## src/sv/rtnc_pkg.sv

```systemverilog
// rtnc_pkg: shared widths, thresholds, palette codes and sideband type for
// the RGB to named colour classifier. No dependencies.
`timescale 1ns / 1ps

package rtnc_pkg;

  // default channel width
  localparam int CHANNEL_BITS_DEF = 8;

  // result field widths
  localparam int HUE_W    = 9;
  localparam int SAT_W    = 8;
  localparam int BRIGHT_W = 8;
  localparam int IDX_W    = 4;

  // quotient bits produced by every divider lane (one bit per stage)
  localparam int QUOT_W = 9;

  // arithmetic constants
  localparam int DEG_PER_SEXTANT = 60;
  localparam int SCALE           = 255;
  localparam int SAT_LIM         = 200;

  // gray thresholds on the 0..255 value scale
  localparam int WHITE_LIM = 212;
  localparam int GREY_LIM  = 127;
  localparam int DARK_LIM  = 85;

  // hue band edges in degrees
  localparam int HUE_RED_HI = 330;
  localparam int HUE_MAG    = 270;
  localparam int HUE_BLUE   = 210;
  localparam int HUE_CYAN   = 150;
  localparam int HUE_GREEN  = 90;
  localparam int HUE_YELLOW = 50;
  localparam int HUE_RED_LO = 20;

  typedef logic [IDX_W-1:0] color_idx_t;

  // palette codes
  localparam color_idx_t IDX_WHITE     = 4'd13;
  localparam color_idx_t IDX_GREY      = 4'd4;
  localparam color_idx_t IDX_DARK_GREY = 4'd5;
  localparam color_idx_t IDX_RED       = 4'd11;
  localparam color_idx_t IDX_MAGENTA   = 4'd10;
  localparam color_idx_t IDX_BLUE      = 4'd2;
  localparam color_idx_t IDX_CYAN      = 4'd3;
  localparam color_idx_t IDX_GREEN     = 4'd6;
  localparam color_idx_t IDX_YELLOW    = 4'd14;
  localparam color_idx_t IDX_ORANGE    = 4'd9;
  localparam color_idx_t IDX_DEFAULT   = 4'd13;

  // per-pixel flags and value carried alongside the dividers
  typedef struct packed {
    logic                gray;      // all channels equal
    logic                sat_hi;    // saturation above limit
    color_idx_t          gray_idx;  // palette code if gray
    logic [BRIGHT_W-1:0] bright;    // value on the 0..255 scale
  } side_t;

endpackage

```

## src/sv/rtnc_front.sv

```systemverilog
// rtnc_front: input register, max/min/delta stage and hue numerator stage.
// Depends on rtnc_pkg.
`timescale 1ns / 1ps

module rtnc_front #(
  parameter int CHANNEL_BITS = rtnc_pkg::CHANNEL_BITS_DEF
) (
  input  logic                    clk,
  input  logic                    rst_n,
  input  logic                    in_vld,
  input  logic [CHANNEL_BITS-1:0] in_red,
  input  logic [CHANNEL_BITS-1:0] in_green,
  input  logic [CHANNEL_BITS-1:0] in_blue,
  output logic                    out_vld,
  output logic [CHANNEL_BITS+8:0] hue_dvd,
  output logic [CHANNEL_BITS-1:0] hue_dvs,
  output logic [CHANNEL_BITS+7:0] sat_dvd,
  output logic [CHANNEL_BITS-1:0] sat_dvs,
  output rtnc_pkg::side_t         side
);
  import rtnc_pkg::*;

  localparam int N    = CHANNEL_BITS;
  localparam int CMAX = (1 << N) - 1;

  localparam logic [N+7:0] SCALE_C = (N+8)'(SCALE);
  localparam logic [N+7:0] SATL_C  = (N+8)'(SAT_LIM);
  localparam logic [N+7:0] WHITE_C = (N+8)'(WHITE_LIM * CMAX);
  localparam logic [N+7:0] GREY_C  = (N+8)'(GREY_LIM * CMAX);
  localparam logic [N+7:0] DARK_C  = (N+8)'(DARK_LIM * CMAX);
  localparam logic [N+8:0] DEG_C   = (N+9)'(DEG_PER_SEXTANT);

  // value = mx * 255 / CMAX by reciprocal multiplication, exact for mx <= CMAX
  localparam int     S_BR  = 2 * N + 8;
  localparam longint BR_M  = ((longint'(1) << S_BR) + longint'(CMAX) - 1) / longint'(CMAX);
  localparam int     BRP_W = 2 * N + 17;
  localparam logic [BRP_W-1:0] BR_K = BRP_W'(BR_M * SCALE);

  typedef enum logic [1:0] {MAX_R, MAX_G, MAX_B} max_sel_t;

  // stage A: input word
  logic         a_vld_r;
  logic [N-1:0] a_r_r, a_g_r, a_b_r;

  always_ff @(posedge clk) begin
    if (!rst_n) begin
      a_vld_r <= 1'b0;
    end else begin
      a_vld_r <= in_vld;
    end
    a_r_r <= in_red;
    a_g_r <= in_green;
    a_b_r <= in_blue;
  end

  // stage B: max channel (ties red, green, blue), delta, signed difference
  max_sel_t       b_sel_nxt, b_sel_r;
  logic [N-1:0]   b_mx_nxt, b_mn_nxt, b_mx_r, b_dl_r;
  logic signed [N:0] b_diff_nxt, b_diff_r;
  logic           b_vld_r;

  always_comb begin
    if (a_r_r >= a_g_r && a_r_r >= a_b_r) begin
      b_sel_nxt  = MAX_R;
      b_mx_nxt   = a_r_r;
      b_diff_nxt = $signed({1'b0, a_g_r}) - $signed({1'b0, a_b_r});
    end else if (a_g_r >= a_b_r) begin
      b_sel_nxt  = MAX_G;
      b_mx_nxt   = a_g_r;
      b_diff_nxt = $signed({1'b0, a_b_r}) - $signed({1'b0, a_r_r});
    end else begin
      b_sel_nxt  = MAX_B;
      b_mx_nxt   = a_b_r;
      b_diff_nxt = $signed({1'b0, a_r_r}) - $signed({1'b0, a_g_r});
    end
    if (a_r_r <= a_g_r && a_r_r <= a_b_r) begin
      b_mn_nxt = a_r_r;
    end else if (a_g_r <= a_b_r) begin
      b_mn_nxt = a_g_r;
    end else begin
      b_mn_nxt = a_b_r;
    end
  end

  always_ff @(posedge clk) begin
    if (!rst_n) begin
      b_vld_r <= 1'b0;
    end else begin
      b_vld_r <= a_vld_r;
    end
    b_sel_r  <= b_sel_nxt;
    b_mx_r   <= b_mx_nxt;
    b_dl_r   <= b_mx_nxt - b_mn_nxt;
    b_diff_r <= b_diff_nxt;
  end

  // stage C: sextant base, hue numerator 60*t, scaled terms, value and flags
  logic [N+2:0]        base;
  logic signed [N+3:0] t_s;
  logic [N+2:0]        t;
  logic [N+7:0]        mx_x255, dl_x255, mx_x200;
  logic [BRP_W-1:0]    br_prod;
  side_t               side_nxt;

  always_comb begin
    case (b_sel_r)
      MAX_R:   base = b_diff_r[N] ? (((N+3)'(b_dl_r) << 2) + ((N+3)'(b_dl_r) << 1))
                                  : '0;
      MAX_G:   base = (N+3)'(b_dl_r) << 1;
      MAX_B:   base = (N+3)'(b_dl_r) << 2;
      default: base = '0;
    endcase
    t_s     = $signed({1'b0, base}) + $signed({{3{b_diff_r[N]}}, b_diff_r});
    t       = t_s[N+2:0];
    mx_x255 = (N+8)'(b_mx_r) * SCALE_C;
    dl_x255 = (N+8)'(b_dl_r) * SCALE_C;
    mx_x200 = (N+8)'(b_mx_r) * SATL_C;
    br_prod = BRP_W'(b_mx_r) * BR_K;

    side_nxt.gray   = (b_dl_r == '0);
    side_nxt.sat_hi = (dl_x255 > mx_x200);
    side_nxt.bright = br_prod[S_BR +: BRIGHT_W];
    if (mx_x255 > WHITE_C) begin
      side_nxt.gray_idx = IDX_WHITE;
    end else if (mx_x255 > GREY_C) begin
      side_nxt.gray_idx = IDX_GREY;
    end else if (mx_x255 > DARK_C) begin
      side_nxt.gray_idx = IDX_DARK_GREY;
    end else begin
      side_nxt.gray_idx = IDX_DEFAULT;
    end
  end

  logic         c_vld_r;
  logic [N+8:0] c_hn_r;
  logic [N-1:0] c_dl_r, c_mx_r;
  logic [N+7:0] c_sat_dvd_r;
  side_t        c_side_r;

  always_ff @(posedge clk) begin
    if (!rst_n) begin
      c_vld_r <= 1'b0;
    end else begin
      c_vld_r <= b_vld_r;
    end
    c_hn_r      <= (N+9)'(t) * DEG_C;
    c_dl_r      <= b_dl_r;
    c_mx_r      <= b_mx_r;
    c_sat_dvd_r <= dl_x255;
    c_side_r    <= side_nxt;
  end

  assign out_vld = c_vld_r;
  assign hue_dvd = c_hn_r;
  assign hue_dvs = c_dl_r;
  assign sat_dvd = c_sat_dvd_r;
  assign sat_dvs = c_mx_r;
  assign side    = c_side_r;

endmodule

```

## src/sv/rtnc_div_pipe.sv

```systemverilog
// rtnc_div_pipe: two restoring divider lanes (hue, saturation),
// one quotient bit per register stage. Depends on rtnc_pkg.
`timescale 1ns / 1ps

module rtnc_div_pipe #(
  parameter int CHANNEL_BITS = rtnc_pkg::CHANNEL_BITS_DEF
) (
  input  logic                           clk,
  input  logic                           rst_n,
  input  logic                           in_vld,
  input  logic [CHANNEL_BITS+8:0]        hue_dvd,
  input  logic [CHANNEL_BITS-1:0]        hue_dvs,
  input  logic [CHANNEL_BITS+7:0]        sat_dvd,
  input  logic [CHANNEL_BITS-1:0]        sat_dvs,
  input  rtnc_pkg::side_t                in_side,
  output logic                           out_vld,
  output logic [rtnc_pkg::QUOT_W-1:0]    hue_q,
  output logic                           hue_rem_nz,
  output logic [rtnc_pkg::QUOT_W-1:0]    sat_q,
  output rtnc_pkg::side_t                out_side
);
  import rtnc_pkg::*;

  localparam int N     = CHANNEL_BITS;
  localparam int W     = N + 9;
  localparam int QW    = QUOT_W;
  localparam int LANES = 2;
  localparam int LANE_HUE = 0;
  localparam int LANE_SAT = 1;

  // per stage, per lane registers
  logic [W-1:0]  rem_r [QW][LANES];
  logic [N-1:0]  dvs_r [QW][LANES];
  logic [QW-1:0] q_r   [QW][LANES];
  logic          vld_r [QW];
  side_t         side_r[QW];

  for (genvar k = 0; k < QW; k++) begin : g_stage
    localparam int SH = QW - 1 - k;

    logic [W-1:0]  rem_in [LANES];
    logic [N-1:0]  dvs_in [LANES];
    logic [QW-1:0] q_in   [LANES];
    logic          vld_in;
    side_t         side_in;
    logic [W-1:0]  rem_nxt[LANES];
    logic [QW-1:0] q_nxt  [LANES];

    // stage input: front-end word or previous stage
    if (k == 0) begin : g_first
      always_comb begin
        rem_in[LANE_HUE] = hue_dvd;
        rem_in[LANE_SAT] = W'(sat_dvd);
        dvs_in[LANE_HUE] = hue_dvs;
        dvs_in[LANE_SAT] = sat_dvs;
        for (int l = 0; l < LANES; l++) begin
          q_in[l] = '0;
        end
        vld_in  = in_vld;
        side_in = in_side;
      end
    end else begin : g_next
      always_comb begin
        for (int l = 0; l < LANES; l++) begin
          rem_in[l] = rem_r[k-1][l];
          dvs_in[l] = dvs_r[k-1][l];
          q_in[l]   = q_r[k-1][l];
        end
        vld_in  = vld_r[k-1];
        side_in = side_r[k-1];
      end
    end

    // one restoring step: trial subtract of divisor << SH
    always_comb begin
      logic [W-1:0] trial;
      for (int l = 0; l < LANES; l++) begin
        trial = W'(dvs_in[l]) << SH;
        if (rem_in[l] >= trial) begin
          rem_nxt[l] = rem_in[l] - trial;
          q_nxt[l]   = {q_in[l][QW-2:0], 1'b1};
        end else begin
          rem_nxt[l] = rem_in[l];
          q_nxt[l]   = {q_in[l][QW-2:0], 1'b0};
        end
      end
    end

    always_ff @(posedge clk) begin
      if (!rst_n) begin
        vld_r[k] <= 1'b0;
      end else begin
        vld_r[k] <= vld_in;
      end
      for (int l = 0; l < LANES; l++) begin
        rem_r[k][l] <= rem_nxt[l];
        dvs_r[k][l] <= dvs_in[l];
        q_r[k][l]   <= q_nxt[l];
      end
      side_r[k] <= side_in;
    end
  end

  assign out_vld    = vld_r[QW-1];
  assign hue_q      = q_r[QW-1][LANE_HUE];
  assign hue_rem_nz = |rem_r[QW-1][LANE_HUE];
  assign sat_q      = q_r[QW-1][LANE_SAT];
  assign out_side   = side_r[QW-1];

endmodule

```

## src/sv/rtnc_classify.sv

```systemverilog
// rtnc_classify: hue band and gray decision, output register stage.
// Depends on rtnc_pkg.
`timescale 1ns / 1ps

module rtnc_classify (
  input  logic                            clk,
  input  logic                            rst_n,
  input  logic                            in_vld,
  input  logic [rtnc_pkg::QUOT_W-1:0]     hue_q,
  input  logic                            hue_rem_nz,
  input  logic [rtnc_pkg::QUOT_W-1:0]     sat_q,
  input  rtnc_pkg::side_t                 side,
  output logic                            out_valid,
  output logic [rtnc_pkg::HUE_W-1:0]      out_hue_degrees,
  output logic [rtnc_pkg::SAT_W-1:0]      out_saturation,
  output logic [rtnc_pkg::BRIGHT_W-1:0]   out_brightness,
  output rtnc_pkg::color_idx_t            out_color_index
);
  import rtnc_pkg::*;

  // exact hue > limit from quotient and remainder
  function automatic logic hue_above(input logic [QUOT_W-1:0] q, input logic rnz,
                                     input int limit);
    logic [QUOT_W-1:0] lim;
    lim = QUOT_W'(limit);
    return (q > lim) || ((q == lim) && rnz);
  endfunction

  color_idx_t idx_nxt;

  always_comb begin
    if (side.gray) begin
      idx_nxt = side.gray_idx;
    end else if (side.sat_hi) begin
      if (hue_above(hue_q, hue_rem_nz, HUE_RED_HI) ||
          !hue_above(hue_q, hue_rem_nz, HUE_RED_LO)) begin
        idx_nxt = IDX_RED;
      end else if (hue_above(hue_q, hue_rem_nz, HUE_MAG)) begin
        idx_nxt = IDX_MAGENTA;
      end else if (hue_above(hue_q, hue_rem_nz, HUE_BLUE)) begin
        idx_nxt = IDX_BLUE;
      end else if (hue_above(hue_q, hue_rem_nz, HUE_CYAN)) begin
        idx_nxt = IDX_CYAN;
      end else if (hue_above(hue_q, hue_rem_nz, HUE_GREEN)) begin
        idx_nxt = IDX_GREEN;
      end else if (hue_above(hue_q, hue_rem_nz, HUE_YELLOW)) begin
        idx_nxt = IDX_YELLOW;
      end else begin
        idx_nxt = IDX_ORANGE;
      end
    end else begin
      idx_nxt = IDX_DEFAULT;
    end
  end

  // result word register; gray pixels report zero hue and saturation
  logic                valid_r;
  logic [HUE_W-1:0]    hue_r;
  logic [SAT_W-1:0]    sat_r;
  logic [BRIGHT_W-1:0] br_r;
  color_idx_t          idx_r;

  always_ff @(posedge clk) begin
    if (!rst_n) begin
      valid_r <= 1'b0;
    end else begin
      valid_r <= in_vld;
    end
    hue_r <= side.gray ? '0 : HUE_W'(hue_q);
    sat_r <= side.gray ? '0 : sat_q[SAT_W-1:0];
    br_r  <= side.bright;
    idx_r <= idx_nxt;
  end

  assign out_valid       = valid_r;
  assign out_hue_degrees = hue_r;
  assign out_saturation  = sat_r;
  assign out_brightness  = br_r;
  assign out_color_index = idx_r;

endmodule

```

## src/sv/rgb_to_named_color_classifier.sv

```systemverilog
// rgb_to_named_color_classifier: top level, RGB pixel to HSV and palette index.
// Depends on rtnc_pkg, rtnc_front, rtnc_div_pipe, rtnc_classify.
`timescale 1ns / 1ps
//
//  Channel | Ports                                         | Handshake
//  --------+-----------------------------------------------+---------------------------
//  input   | in_red, in_green, in_blue                     | taken when start && !busy
//  result  | out_hue_degrees, out_saturation,              | out_valid strobe, 1 cycle
//          | out_brightness, out_color_index               |
//
//  One pixel word accepted every clock while start is high and busy is low;
//  the result strobes once the word has passed all registers in order
//  (3 front-end stages, 9 divider stages at one quotient bit each,
//  1 output register). Sync reset clears all valid bits; busy is high only
//  while reset is applied and for the cycle after it. The result cannot be
//  held off, so nothing in the pipe ever stalls.

module rgb_to_named_color_classifier #(
  parameter int CHANNEL_BITS = rtnc_pkg::CHANNEL_BITS_DEF
) (
  input  logic                            clk,
  input  logic                            rst_n,
  input  logic                            start,
  output logic                            busy,
  input  logic [CHANNEL_BITS-1:0]         in_red,
  input  logic [CHANNEL_BITS-1:0]         in_green,
  input  logic [CHANNEL_BITS-1:0]         in_blue,
  output logic                            out_valid,
  output logic [rtnc_pkg::HUE_W-1:0]      out_hue_degrees,
  output logic [rtnc_pkg::SAT_W-1:0]      out_saturation,
  output logic [rtnc_pkg::BRIGHT_W-1:0]   out_brightness,
  output rtnc_pkg::color_idx_t            out_color_index
);
  import rtnc_pkg::*;

  localparam int N = CHANNEL_BITS;

  // busy only around reset
  logic busy_r;

  always_ff @(posedge clk) begin
    if (!rst_n) begin
      busy_r <= 1'b1;
    end else begin
      busy_r <= 1'b0;
    end
  end

  assign busy = busy_r;

  logic accept;
  assign accept = start && !busy_r;

  // front end
  logic         fe_vld;
  logic [N+8:0] hue_dvd;
  logic [N-1:0] hue_dvs, sat_dvs;
  logic [N+7:0] sat_dvd;
  side_t        fe_side;

  rtnc_front #(
    .CHANNEL_BITS(CHANNEL_BITS)
  ) u_front (
    .clk     (clk),
    .rst_n   (rst_n),
    .in_vld  (accept),
    .in_red  (in_red),
    .in_green(in_green),
    .in_blue (in_blue),
    .out_vld (fe_vld),
    .hue_dvd (hue_dvd),
    .hue_dvs (hue_dvs),
    .sat_dvd (sat_dvd),
    .sat_dvs (sat_dvs),
    .side    (fe_side)
  );

  // divider lanes
  logic              dv_vld;
  logic [QUOT_W-1:0] hue_q, sat_q;
  logic              hue_rem_nz;
  side_t             dv_side;

  rtnc_div_pipe #(
    .CHANNEL_BITS(CHANNEL_BITS)
  ) u_div (
    .clk       (clk),
    .rst_n     (rst_n),
    .in_vld    (fe_vld),
    .hue_dvd   (hue_dvd),
    .hue_dvs   (hue_dvs),
    .sat_dvd   (sat_dvd),
    .sat_dvs   (sat_dvs),
    .in_side   (fe_side),
    .out_vld   (dv_vld),
    .hue_q     (hue_q),
    .hue_rem_nz(hue_rem_nz),
    .sat_q     (sat_q),
    .out_side  (dv_side)
  );

  // classification and result register
  rtnc_classify u_class (
    .clk            (clk),
    .rst_n          (rst_n),
    .in_vld         (dv_vld),
    .hue_q          (hue_q),
    .hue_rem_nz     (hue_rem_nz),
    .sat_q          (sat_q),
    .side           (dv_side),
    .out_valid      (out_valid),
    .out_hue_degrees(out_hue_degrees),
    .out_saturation (out_saturation),
    .out_brightness (out_brightness),
    .out_color_index(out_color_index)
  );

endmodule

```

## config.mk

```make
export PLATFORM = sky130hd
export DESIGN_NAME = rgb_to_named_color_classifier
export DESIGN_NICKNAME = d
export VERILOG_FILES = /design/src/sv/rtnc_pkg.sv /design/src/sv/rtnc_front.sv /design/src/sv/rtnc_div_pipe.sv /design/src/sv/rtnc_classify.sv /design/src/sv/rgb_to_named_color_classifier.sv
export SDC_FILE = /design/constraint.sdc
export NUM_CORES = 1
export LEC_CHECK = 0
export BUFFER_PORTS_ARGS = -buffer_cell sky130_fd_sc_hd__buf_2
export CORE_MARGIN = 2
export CORE_UTILIZATION = 50
export DETAILED_ROUTE_END_ITERATION = 8
export PLACE_DENSITY = 0.76
export SETUP_SLACK_MARGIN = 0.02
export SLEW_MARGIN = 20
export SYNTH_ARGS = -nofsm -noshare
export SYNTH_HDL_FRONTEND = slang
export SYNTH_SLANG_ARGS = --single-unit
```

## constraint.sdc

```tcl
create_clock -name clk -period 12.87 [get_ports clk]
set_input_delay 0 -clock clk [delete_from_list [all_inputs] [get_ports clk]]
set_output_delay 0 -clock clk [all_outputs]
set_load 0.05 [all_outputs]
```

# ---- Word level (Yosys, flattened, before mapping)
# Memory sizes are Yosys's and may differ from the RTL's. A register that Yosys moved wholly into a read port is not among the register bits.
# Index checks and enable logic that the tools add are counted.
dict set report totals {
  wordCells 202
  mem_count 5
  reg_bits 145
  in_bits 27
  ramBits 747
}
dict set report op_classes {
  reduce_logical 25
  addsub 24
  bitwise 9
  eq_ne 9
  magnitude_cmp 35
  mux 66
  multipliers 5
}
# name words width read_ports rd_ports_with_merged_regs write_ports line_no
set mem_list {}
lappend mem_list {u_div.rem_r 9 34 9 0 9 rtnc_div_pipe.sv:32} ;# logic [W-1:0] rem_r [QW][LANES];
lappend mem_list {u_div.q_r 9 18 9 0 9 rtnc_div_pipe.sv:34} ;# logic [QW-1:0] q_r [QW][LANES];
lappend mem_list {u_div.dvs_r 9 16 8 0 9 rtnc_div_pipe.sv:33} ;# logic [N-1:0] dvs_r [QW][LANES];
lappend mem_list {u_div.side_r 9 14 9 0 9 rtnc_div_pipe.sv:36} ;# side_t side_r[QW];
lappend mem_list {u_div.vld_r 9 1 9 1 9 rtnc_div_pipe.sv:35} ;# logic vld_r [QW];
# cell n
set ops {}
lappend ops {{two-way mux 17 bit} 18}
lappend ops {{two-way mux 4 bit} 9}
lappend ops {{greater-or-equal comparator 17 x 10 -> 1 bit} 2}
lappend ops {{greater-or-equal comparator 17 x 11 -> 1 bit} 2}
lappend ops {{greater-or-equal comparator 17 x 12 -> 1 bit} 2}
lappend ops {{greater-or-equal comparator 17 x 13 -> 1 bit} 2}
lappend ops {{greater-or-equal comparator 17 x 14 -> 1 bit} 2}
lappend ops {{greater-or-equal comparator 17 x 15 -> 1 bit} 2}
lappend ops {{greater-or-equal comparator 17 x 8 -> 1 bit} 2}
lappend ops {{greater-or-equal comparator 17 x 9 -> 1 bit} 2}
lappend ops {{subtractor 17 x 10 -> 17 bit} 2}
lappend ops {{subtractor 17 x 11 -> 17 bit} 2}
lappend ops {{subtractor 17 x 12 -> 17 bit} 2}
lappend ops {{subtractor 17 x 13 -> 17 bit} 2}
lappend ops {{subtractor 17 x 14 -> 17 bit} 2}
lappend ops {{subtractor 17 x 15 -> 17 bit} 2}
lappend ops {{subtractor 17 x 8 -> 17 bit} 2}
lappend ops {{subtractor 17 x 9 -> 17 bit} 2}
lappend ops {{case mux 11 bit (3 select lines)} 1}
lappend ops {{> comparator 16 x 15 -> 1 bit (second input constant)} 2}
lappend ops {{multiplier 8 x 8 -> 16 bit (second input constant)} 2}
lappend ops {{two-way mux 8 bit} 4}
lappend ops {{multiplier 8 x 24 -> 31 bit (second input constant)} 1}
lappend ops {{two-way mux 1 bit} 29}
lappend ops {{38 further kinds} 75}

# ---- Depth between registers and ports, before layout
# Gate-level depths: netlist (run 1).
# An unclocked memory read counts as a cell.
dict set report logic_depth {
  ltp_word 12
  ltp_mapped 25
  ltp_nobuf 25
}

# ---- Cells and area by module
# A second synthesis (run 1) with hierarchy kept.
dict set report hier_totals {
  cells_unflattened 3406
  hier_area_um2 34391.7
}
# module cells_per_inst n_inst seq_area_each_um2 area_each_um2
set modules_own_cells {}
lappend modules_own_cells {rtnc_div_pipe 2155 1 12852.3 22945.8}
lappend modules_own_cells {rtnc_front 1140 1 2082.0 10321.1}
lappend modules_own_cells {rtnc_classify 108 1 600.6 1087.3}
lappend modules_own_cells {rgb_to_named_color_classifier 3 1 20.0 37.5}

# ---- Worst setup path before layout (run 1)
# Ideal clock, no wire load.
dict set report synth_path {
  kind {flip-flop to flip-flop}
  from {reg u_front.b_dl_r[5]}
  to {reg u_front.c_side_r (netlist bit u_front.side[12])}
  t_required_ns 12.791
  stages_incl_launch_ff 20
  setup_slack_ns 7.590
  period_less_slack_ns 5.280
  arrival_ns 5.201
  path_cell_list {dfxtp_1 > inv_1 > fa_1 > fa_1 > fa_1 > inv_1 > fa_1 > ha_1 > nor2b_1 > o21a_1 > o311a_1 > o21a_1 > o21a_1 > o41a_1 > xnor2_1 > ha_1 > nand4_1 > nor2_1 > a21oi_1 > a22oi_1}
}
# item line_no
set synth_lines {}
lappend synth_lines {{start, declared} rtnc_front.sv:58} ;# logic [N-1:0] b_mx_nxt, b_mn_nxt, b_mx_r, b_dl_r;
lappend synth_lines {{start signal, assigned} rtnc_front.sv:93} ;# b_dl_r <= b_mx_nxt - b_mn_nxt;
lappend synth_lines {{end signal, assigned} rtnc_front.sv:150} ;# c_side_r <= side_nxt;
lappend synth_lines {{end, declared} rtnc_front.sv:138} ;# side_t c_side_r;

==> results.yml, run 1 <==
placed_design:
  hpwl_um: 40400
  dp.cells: 3982
  routabilityCongestion: 0.860
  io_buffers: 57
die:
  fp-row-count: 91
  coreArea_um2: 61400
  fp.dieArea_um2: 63700
  start_util_pct: 50.3
  ios: 58
  die_x_um: 252
  die_y_um: 252
global_route:
  grt.overflow.total: 0
  antenna_found_initial: 0
  grt_pass1_wl_um: 93300
  grt_max_degree: 41
  grt_pass1_vias: 20900
  track_usage_pct: 17.5
critical_path:
  crit_required_ps: 13340
  endpoint_kind: "flop"
  setup.worst_path.class: "flop to flop"
  critPathMaxFanout: 10
  startpoint_type: "flop"
  cp.arrival_ps: 6260
synthesis:
  netlist_area_um2: 30900
  synth-seq-cells: 663
  syn_area_per_cell_um2: 9.75
  synth_compound_area_share_pct: 12.2
  synth.top_cell.area_share_pct: 43.0
  ys_warn_count: 0
  ys_seq_area_share_pct: 43.0
  synth_xor_area_share_pct: 5.70
  yosysUniqueCellTypes: 84
  synth_top_flop_cell: "dfxtp_1"
  synthMuxAreaShare_pct: 1.24
  synth_edf_count: 0
  async_flop_share_pct: 0
  synth_top_family_by_area: "adder cells"
  synthCells: 3167
  synthAdderAreaFrac_pct: 19.6
  synth_largest_area_cell: "dfxtp_1"
  synth_fp_nets: 3616
  synth-simple-area-share_pct: 12.4
  synth_area_leaders: "dfxtp_1 (43%), ha_1 (13%), fa_1 (6.6%), inv_1 (5.4%), xnor2_1 (3.3%)"
clocking:
  clk_pin_slew_worst_paths_ps: 60
  cts_setup_buffers: 0
  clkSinkCount: 663
  ctsRootBufferMaster: "clkbuf_16"
  cts_buffer_depth: 3
  h-tree-depth: 3
  cts_tree: "built"
  worstSkewPairLatency_ps: 610
  cts_buffers: 69
status:
  run_status: "finished clean"
drt:
  antenna_left: 0
  drc: 0
  wire_per_inst_um: 13.1
  first_pass_iters: 5
  initialDrtViolationCount: 887
  wl_um: 54500
  vias_per_cell: 5.06
  num_vias: 21000
sta:
  timing.fmax_mhz: 173
  finClkSkew_ps: 25.3
  slew_violations: 0
  final_hold_viol_count: 0
  min_period_ps: 5790
  setup_viol: 0
  rsz0062_at_grt: "no"
  fin_setup_tns_ps: 0
  slew_headroom_pct: 27.9
  min_period_over_period_pct: 45.0
  tightest_slew_ps: 1070
hold_path:
  min_path_type: "primary input to flop"
cells_and_area:
  instances_no_fill: 4148
  multiInputGateArea_um2: 15800
  register_area_um2: 13300
  drive_above_1_share_pct: 7.21
  postLayoutCoreUtil_pct: 56.9
  area.growth.synth_to_final_pct: 13.2
  n_antenna_cell: 0
  final_common_cell: "dfxtp_1"
  fillers: 5051
  layout_common_cells: "dfxtp_1 (663), inv_1 (440), ha_1 (321)"
  nNetsFinal: 3752
job:
  drv_cap: 0
-- sequential cells by signal (all words and copies together) (netlist names), 9 cells and up --
signal and cells:
u_div.rem_r 266, u_div.vld_r 9, u_class.out_hue_degrees 9, u_div.dvs_r 128
u_front.b_diff_r 9, u_div.side_r 44, u_div.q_r 81, u_front.hue_dvd 15
u_front.sat_dvd 15
-- critical path, stage by stage, from the launching register on --
cell     delay [ps]
dfxtp_1         650
inv_1           200
fa_1            550
fa_1            540
fa_1            550
inv_1            60
fa_1            470
ha_1            350
nor2b_1         150
o21a_1          180
o311a_1         310
o21a_1          200
o21a_1          190
o41a_1          320
xnor2_1         270
ha_1            290
nand4_1         100
nor2_1           60
a21oi_1         130
a22oi_1          80
-- what timing repair did --
| action | CTS | global route |
|---|---|---|
| hold endpoints to repair | 38 | 0 |
| gates resized for setup | 0 | 0 |
| hold buffers | 40 | 0 |
-- synth_stat cells, drive strengths merged (26+ instances only) --
master and count:
nand4 33, o21a 35, inv 440, o31ai 26, nand2 151, a21boi 26, xor2 85, xnor2 116
ha 321, dfxtp 663, nand2b 51, clkbuf 29, a21oi 199, fa 101, nor4 32, nor3 48
nor2 218, nand3 28, nor2b 86, o21ai 166, a21o 55
-- kinds of logic after synthesis --
| group | Yosys count |
|---|---|
| flip-flops | 663 |
| AND/OR/NAND/NOR | 758 |
| buffers and inverters | 478 |
| adder cells (fa/ha/maj) | 423 |
| multiplexers | 36 |
| AO/OA/AOI/OAI | 608 |
| XOR/XNOR | 201 |
-- metal layers --
layer | part of all wire, % | GRT usage, % | vias to the layer above
met3 | 3.3 | 3.09 | 118
met4 | 3.2 | 6.20 | 0
met5 | 0 | 0 | -
met1 | 42 | 19.7 | 9671
li1 | - | - | 10900
met2 | 51 | 32.7 | 320
-- path summary, 6_finish.rpt --
| path | from | to | slack (ps) | depth (start not counted) |
|---|---|---|---|---|
| setup / recovery | u_front.b_dl_r[5] | u_front.side[12] | 7080 | 19 |
| hold reg to reg | u_div.q_r[2][9] | u_div.q_r[3][10] | 310 | 0 |
| hold / removal | in_green[5] | u_front.a_g_r[5] | 30 | 2 |
| setup reg to reg | u_front.b_dl_r[5] | u_front.side[12] | 7080 | 19 |
-- stage by stage --
step / setup WS (ps) / hold WS [ps] / area [um^2]
after floorplan: 7590 / 27.7 / 30900
after global placement: 7260 / 102 / 32000
after detailed placement: 7110 / 104 / 32000
after CTS: 7070 / 3.54 / 34900
after global routing: 6790 / 26.0 / 34900
final: 7080 / 34.5 / 34900
-- final cells by class --
cell class / count / share of cell area [%]
clock inverters: 36 / 1.52
flip-flops and latches: 663 / 38.0
multi-input cells: 2026 / 45.3
repair buffers: 103 / 2.09
inverters: 440 / 4.73
clock buffers: 90 / 5.58
well taps: 790 / 2.83
Power of run 1 is not shown: default switching activity piles up to over one toggle a cycle in this logic, so the estimate is an artifact.
==> run 2, diff against run 1 <==
--- a/config.mk
+++ b/config.mk
@@ -9,7 +9,7 @@
 export CORE_MARGIN = 2
 export CORE_UTILIZATION = 50
 export DETAILED_ROUTE_END_ITERATION = 8
-export PLACE_DENSITY = 0.76
+export PLACE_DENSITY = 0.78
 export SETUP_SLACK_MARGIN = 0.02
 export SLEW_MARGIN = 20
 export SYNTH_ARGS = -nofsm -noshare
==> constraint.sdc (replaced) <==
create_clock -name clk -period 4.71 [get_ports clk]
set_input_delay 0 -clock clk [delete_from_list [all_inputs] [get_ports clk]]
set_output_delay 0 -clock clk [all_outputs]
set_load 0.05 [all_outputs]
==> run 2 against run 1 <==
Maximum frequency increased by 13%. Largest cell class unchanged. Critical path depth increased by 4. Critical path type unchanged. The flow now finishes with violations (negative setup slack). Die area unchanged.
==> results.yml, run 2 (synthesis gave the netlist of run 1 again) <==
status:
  run_status: "finished with violations"
  failed_checks: "negative setup slack"
sta:
  min_period_over_period_pct: 109
  tightest_slew_ps: 1060
  holdWs_ps: 33.6
  setup_ws_ps: -428
  min_period_ps: 5140
  slew_headroom_pct: 29.3
  finClkSkew_ps: 23.9
  timing.fmax_mhz: 195
  fin_setup_tns_ps: -1620
  setup_viol: 7
  final_hold_viol_count: 0
  rsz0062_at_grt: "yes"
  slew_violations: 0
drt:
  wl_um: 59600
  num_vias: 21900
  vias_per_cell: 5.12
  antenna_left: 0
  initialDrtViolationCount: 815
  drc: 0
  wire_per_inst_um: 14.0
  first_pass_iters: 5
cells_and_area:
  regMostFlops: "u_div.rem_r"
  area.growth.synth_to_final_pct: 17.7
  multiInputGateArea_um2: 16200
  final_common_cell: "dfxtp_1"
  fillers: 4788
  largest_register_ffs: 266
  register_area_um2: 13300
  layout_common_cells: "dfxtp_1 (649), inv_1 (422), ha_1 (307)"
  reg_top3: "u_div.rem_r x266, u_div.dvs_r x128, u_div.q_r x81"
  n_antenna_cell: 0
  nNetsFinal: 3876
  drive_above_1_share_pct: 13.3
critical_path:
  reg2regPathDepth: 23
  startpoint_type: "flop"
  crit_required_ps: 5230
  critPathSlowestCell: "fa_2"
  max_stage_delay_ps: 560
  setup.worst_path.class: "flop to flop"
  cp.arrival_ps: 5660
  critPathBufInv: 4
  critPathMaxFanout: 4
  cp_top_family: "adder cells"
  timing.rr.end: "u_front.side[12]"
  endpoint_kind: "flop"
  reg2reg_slack_ps: -430
  timing.rr.start: "u_front.b_dl_r[1]"
  critical_path.cell_chain: "inv_2 > fa_2 > inv_1 > ha_1 > ha_1 > inv_1 > fa_1 > inv_1 > ha_4 > a21o_1 > a21oi_2 > nor2b_4 > o21a_1 > o311a_1 > o21a_1 > o21a_1 > o41a_1 > xnor2_2 > ha_1 > nand4_1 > nor2_2 > a21oi_1 > a22oi_1"
die:
  fp-row-count: 91
  ios: 58
  die_y_um: 252
  start_util_pct: 50.3
  coreArea_um2: 61400
  die_x_um: 252
  fp.dieArea_um2: 63700
clocking:
  cts_buffers: 66
  cts_buffer_depth: 3
  worstSkewPairLatency_ps: 610
  h-tree-depth: 3
  cts_tree: "built"
  ctsRootBufferMaster: "clkbuf_16"
  clk_pin_slew_worst_paths_ps: 60
  clkSinkCount: 663
placed_design:
  hpwl_um: 42700
  io_buffers: 57
  routabilityCongestion: 0.864
hold_path:
  min_path_type: "primary input to flop"
  whs_path_depth: 2
  min_delay_worst_endpoint: "u_front.a_g_r[3]"
  worstHoldStart: "in_green[3]"
global_route:
  grt_max_degree: 24
  grt.overflow.total: 0
  grt_pass1_vias: 22500
  antenna_found_initial: 0
  grt_pass1_wl_um: 101000
  track_usage_pct: 18.9
job:
  drv_cap: 0
-- run 2: changes by cell type in the layout (fill, tap and decap cells not counted), sizes merged --
cell / delta
buf: +130
bufinv: -1
clkbuf: -3
clkinv: +4
clkinvlp: -2
dlygate4sd3: -3
inv: -3
-- run 2: timing repair --
item / 4_1_cts / 5_1_grt
resized for setup: 53 / 25
pin swaps: 40 / 23
endpoints found under the hold margin: 38 / 0
hold buffers: 37 / 0
setup buffers: 11 / 4
setup endpoints to repair: 9 / 9
gates cloned: 0 / 0
-- run 2: metrics by stage --
step / util (%) / instance area, um^2 / cells / worst slack (ps)
5_1_grt: 59.2 / 36300 / 4270 / -675
2_1_floorplan: - / 31100 / 3167 / -165
3_3_place_gp: 53.9 / 33100 / 4096 / -280
3_5_place_dp: 53.9 / 33100 / 4097 / -429
6_report: 59.2 / 36300 / 4270 / -428
4_1_cts: 59.0 / 36200 / 4266 / -422
-- run 2: worst max path at each step --
stage                 startpoint               end  depth (start not counted)
4_1_cts        u_front.b_dl_r[2]  u_front.side[12]                         23
3_5_place_dp   u_front.b_dl_r[4]  u_front.side[12]                         19
2_1_floorplan  u_front.b_dl_r[4]  u_front.side[12]                         19
6_report       u_front.b_dl_r[1]  u_front.side[12]                         23
5_1_grt        u_front.b_dl_r[1]  u_front.side[12]                         23
3_3_place_gp   u_front.b_dl_r[1]  u_front.side[12]                         23
-- run 2: area by class of cell --
class                   count  share of cell area, %
clock buffers              87                   5.21
flip-flops and latches    663                   36.6
clock inverters            34                   1.46
multi-input cells        2026                   44.7
well taps                 790                   2.72
repair buffers            230                   4.70
inverters                 440                   4.57
-- run 2: routing by layer --
layer,GRT usage [%],wire length [um],up-vias
met5,0,0,-
met4,7.86,2250,0
met3,3.13,1950,171
met2,36.6,31500,392
met1,20.1,24000,10200
li1,-,-,11100
-- run 2: worst reg2reg max path, stage by stage, from the launching register on --
cell	delay [ps]
dfxtp_4	390
inv_2	80
fa_2	560
inv_1	50
ha_1	270
ha_1	280
inv_1	60
fa_1	530
inv_1	60
ha_4	240
a21o_1	180
a21oi_2	210
nor2b_4	50
o21a_1	180
o311a_1	300
o21a_1	190
o21a_1	180
o41a_1	340
xnor2_2	160
ha_1	310
nand4_1	120
nor2_2	110
a21oi_1	70
a22oi_1	130
Power of run 2 is left out for the same reason.
